**config.mk**
```make
export PLATFORM = sky130hd
export DESIGN_NAME = lfgd_out_buf
export DESIGN_NICKNAME = d
export VERILOG_FILES = /design/src/rtl/core/lfgd_pkg.sv /design/src/rtl/core/lfgd_out_buf.sv
export SDC_FILE = /design/constraint.sdc
export NUM_CORES = 1
export LEC_CHECK = 0
export CORE_MARGIN = 4
export CORE_UTILIZATION = 45
export DETAILED_ROUTE_END_ITERATION = 10
export DONT_BUFFER_PORTS = 1
export PLACE_DENSITY = 0.58
export SYNTH_ARGS = -nofsm -noshare
export SYNTH_HDL_FRONTEND = slang
export SYNTH_SLANG_ARGS = --single-unit
```
**constraint.sdc**
```tcl
create_clock -name clk -period 3.5 [get_ports clk]
set_input_delay 0.35 -clock clk [delete_from_list [all_inputs] [get_ports clk]]
set_output_delay 0.35 -clock clk [all_outputs]
set_load 0.005 [all_outputs]
```
**src/rtl/core/lfgd_pkg.sv**
```systemverilog
// Shared types and constants for the LZSS flag-group decompressor.
package lfgd_pkg;

  localparam int FLAG_GROUP = 8;
  localparam int LEN_BIAS   = 3;
  localparam int OFF_SHIFT  = 4;
  localparam logic [3:0] LEN_MASK = 4'hF;

  typedef enum logic [1:0] {
    STAT_OK         = 2'd0,
    STAT_TRUNC_REF  = 2'd1,
    STAT_BAD_OFFSET = 2'd2,
    STAT_TRUNC_LIT  = 2'd3
  } status_t;

  typedef struct packed {
    logic [7:0]  out_byte;
    logic        has_byte;
    logic        run_last;
    logic        stream_done;
    status_t     status;
    logic [31:0] total_bytes;
  } result_t;

  // Output buffer occupancy seen by the decoder.
  typedef struct packed {
    logic skid_busy;
    logic head_stall;
  } obuf_stat_t;

endpackage

```
**src/rtl/core/lfgd_out_buf.sv**
```systemverilog
// Two-entry result buffer: output register plus skid register.
module lfgd_out_buf (
  input  logic                clk,
  input  logic                rst_n,
  input  logic                push,
  input  lfgd_pkg::result_t   push_data,
  output logic                out_valid,
  input  logic                out_ready,
  output lfgd_pkg::result_t   out_data,
  output lfgd_pkg::obuf_stat_t stat
);

  logic              head_valid_r;
  logic              skid_valid_r;
  lfgd_pkg::result_t head_r;
  lfgd_pkg::result_t skid_r;
  logic              head_free;

  assign head_free = !head_valid_r || out_ready;

  always_ff @(posedge clk) begin
    if (!rst_n) begin
      head_valid_r <= 1'b0;
      skid_valid_r <= 1'b0;
    end else if (head_free) begin
      if (skid_valid_r) begin
        head_r       <= skid_r;
        head_valid_r <= 1'b1;
        skid_valid_r <= push;
        if (push) begin
          skid_r <= push_data;
        end
      end else begin
        head_valid_r <= push;
        if (push) begin
          head_r <= push_data;
        end
      end
    end else if (push) begin
      skid_r       <= push_data;
      skid_valid_r <= 1'b1;
    end
  end

  assign out_valid       = head_valid_r;
  assign out_data        = head_r;
  assign stat.skid_busy  = skid_valid_r;
  assign stat.head_stall = head_valid_r && !out_ready;

endmodule

```
==> out/metrics.csv <==
metric,value,unit
sw power,0.000401,W
clock root buffer,clkbuf_8,
Hold WC Path Type,input pin to flip-flop,
Setup Crit Path Kind,flip-flop to flip-flop,
endpoint arrival time on the critical path,1.98,ns
number of global-route vias before repair,1458,
top sig layer,met4,
sequential share of power,58.5,%
worst skew pair latency,0.35,ns
skew final,0.0133,ns
Critical R2R Capture,skid_r[2]$_DFFE_PP_,
clock share of power,37.4,%
WL per Instance,21.3,µm
worst reg-to-reg setup slack,1.48,ns
DRT Wirelength,5.64,mm
R2R cell count,2,
clock buffer depth,2,
first-pass GRT wire length,8.68,mm
mapped cell area,3580,µm²
post-detailed-route count of antenna-violating nets,0,
Port Buffers,0,
wire length on met3,516,µm
Initial Util,46.3,%
final max-slew violation count,0,
worst path required time,3.45,ns
Synth cell types,14,
leakage,1.30,nW
Startpoint Class,flip-flop,
RSZ-0062 raised after global routing,no,
Worst Setup End Kind,flip-flop,
CP Launch Point,out_valid$_SDFFE_PN0N_,
Fin Setup TNS,0,ns
synthesis warning total,0,
All-Layer GR Usage,12.2,%
initial antenna violation count,0,
dpl ws,1.38,ns
layout cells sized above 1,38.9,%
largest net degree at the start of global routing,46,
setup bufs post-CTS,0,
"Setup violations, final",0,
Metal-1 WL,2.20,mm
Die Height,97.2,µm
"Hold Violations, Final",0,
Max VDD drop,0.278,mV
sequential area share after synthesis,76.6,%
Clock transition at path regs,0.09,ns
post-synthesis net count,201,
Max-Slew Margin vs Limit,21.0,%
switch share,18.4,%
Via density,5.07,
status,"complete, no violations",
Post-Syn Area per Cell,23.6,µm²
# rows,32,
CTS tree,built,
DR iter-0 viols,63,
Vias,1339,
# DRC,0,
pwr/cell area,565,nW/µm²
period utilization,57.7,%
largest fanout on the critical path,45,
fmax,495,MHz
Final #Nets,207,
worst-margin pin slew,1.18,ns
CTS-repair resized insts,0,
final instance area,3850,µm²
routed wl met2,2.87,mm
clock sinks,92,
Core ar.,7730,µm²
Internal Pwr Total,0.00178,W
I/O pin cnt,97,
drt first pass iters,4,
CTS buffer count,9,
Worst Setup EP,skid_r[2]$_DFFE_PP_,
routability congestion estimate,0.632,
reg-to-reg startpoint,out_valid$_SDFFE_PN0N_,
final hold slack,0.0917,ns
Yosys reg bits,92,
Gate power share,4.0,%
# hold bufs at CTS,0,
antenna diode count,0,
final worst setup slack,1.48,ns
Final Total Pwr,0.00218,W
Max-Cap Viols,0,
Post-Synthesis Cells,152,
H-Tree Depth,3,
Die X,97.2,µm
Post-Place Cell Area,3620,µm²
DIE AREA,9450,µm²
Area growth syn-to-layout,7.62,%
Tmin final,2.02,ns
"Remaining Overflow, GRT",0,
layout by cell type, fill, tap and decap left out:
cell type / netlist / routed
clkbuf_8: 0 / 9
edfxtp_1: 90 / 90
dfxtp_4: 0 / 1
o31a_1: 1 / 1
clkinv_1: 0 / 1
nor2_4: 0 / 1
o21ai_1: 1 / 1
clkbuf_1: 0 / 1
dfxtp_1: 2 / 1
clkinvlp_4: 0 / 1
buf_4: 1 / 2
bufinv_16: 0 / 3
a21boi_1: 1 / 1
and2b_1: 1 / 1
o211a_2: 0 / 1
mux2_4: 45 / 45
o21ai_0: 1 / 1
nand2_1: 1 / 1
final cells by class:
type / count / area (µm²)
flip-flops and latches: 92 / 2750
well taps: 102 / 128
clock buffers: 10 / 128
repair buffers: 2 / 15.0
fillers: 641 / 3870
multi-input cells: 53 / 734
clock inverters: 5 / 101
stage by stage:
stage	instances	utilization, %
2_1_floorplan	152	-
3_3_place_gp	249	46.9
3_5_place_dp	249	46.9
4_1_cts	264	49.9
5_1_grt	264	49.9
6_report	264	49.9
power by group through the flow:
stage	registers (W)	logic (W)	clock network, W
after floorplan	0.00129	0.0000835	0
after global placement	0.00130	0.0000862	0
after detailed placement	0.00130	0.0000906	0
after CTS	0.00128	0.0000906	0.000840
after global routing	0.00128	0.0000954	0.000895
final	0.00127	0.0000880	0.000816
registers in the layout, indices dropped and copies added, names as in the netlist:
register,count
out_data,45
skid_r,45
skid_valid_r,1
out_valid,1
per-layer routing:
metal / vias up / global-route usage, %
li1: 609 / -
met3: 4 / 6.82
met5: - / 0
met2: 61 / 19.7
met1: 665 / 13.3
met4: 0 / 4.86
cell families (layout without fill, tap and decap cells):
family	count (synthesis)	in the layout	synth area share, %
buffers and inverters	7	17	3.08
and+or+nand+nor	3	3	0.419
DFF	92	92	76.6
muxes	45	45	18.9
AOI/OAI and AO/OA	5	5	1.01
how the worst min path moves through the flow:
stage | from | end | slack, ns | depth (start not counted)
3_5_place_dp | push_data[43] | skid_r[43]$_DFFE_PP_ | 0.45 | 0
2_1_floorplan | push_data[0] | skid_r[0]$_DFFE_PP_ | 0.45 | 0
3_3_place_gp | push_data[43] | skid_r[43]$_DFFE_PP_ | 0.45 | 0
5_1_grt | push_data[34] | skid_r[34]$_DFFE_PP_ | 0.05 | 0
6_report | push_data[21] | skid_r[21]$_DFFE_PP_ | 0.09 | 0
4_1_cts | push_data[44] | skid_r[44]$_DFFE_PP_ | 0.07 | 0
worst max-delay path, stage by stage (launching register included):
cell and delay (ns):
dfxtp_1 0.36, and2b_1 0.27, o211a_2 1.00
synthesized netlist by cell type, drive strengths merged:
cell type  instances  area (µm²)
nor2               1        3.75
nand2              1        3.75
and2b              1        7.51
o211a              1        10.0
dfxtp              2        40.0
a21boi             1        7.51
o31a               1        8.76
o21ai              2        10.0
edfxtp            90        2700
mux2              45         676
buf                7         110
(Power assumes the default switching activity.)
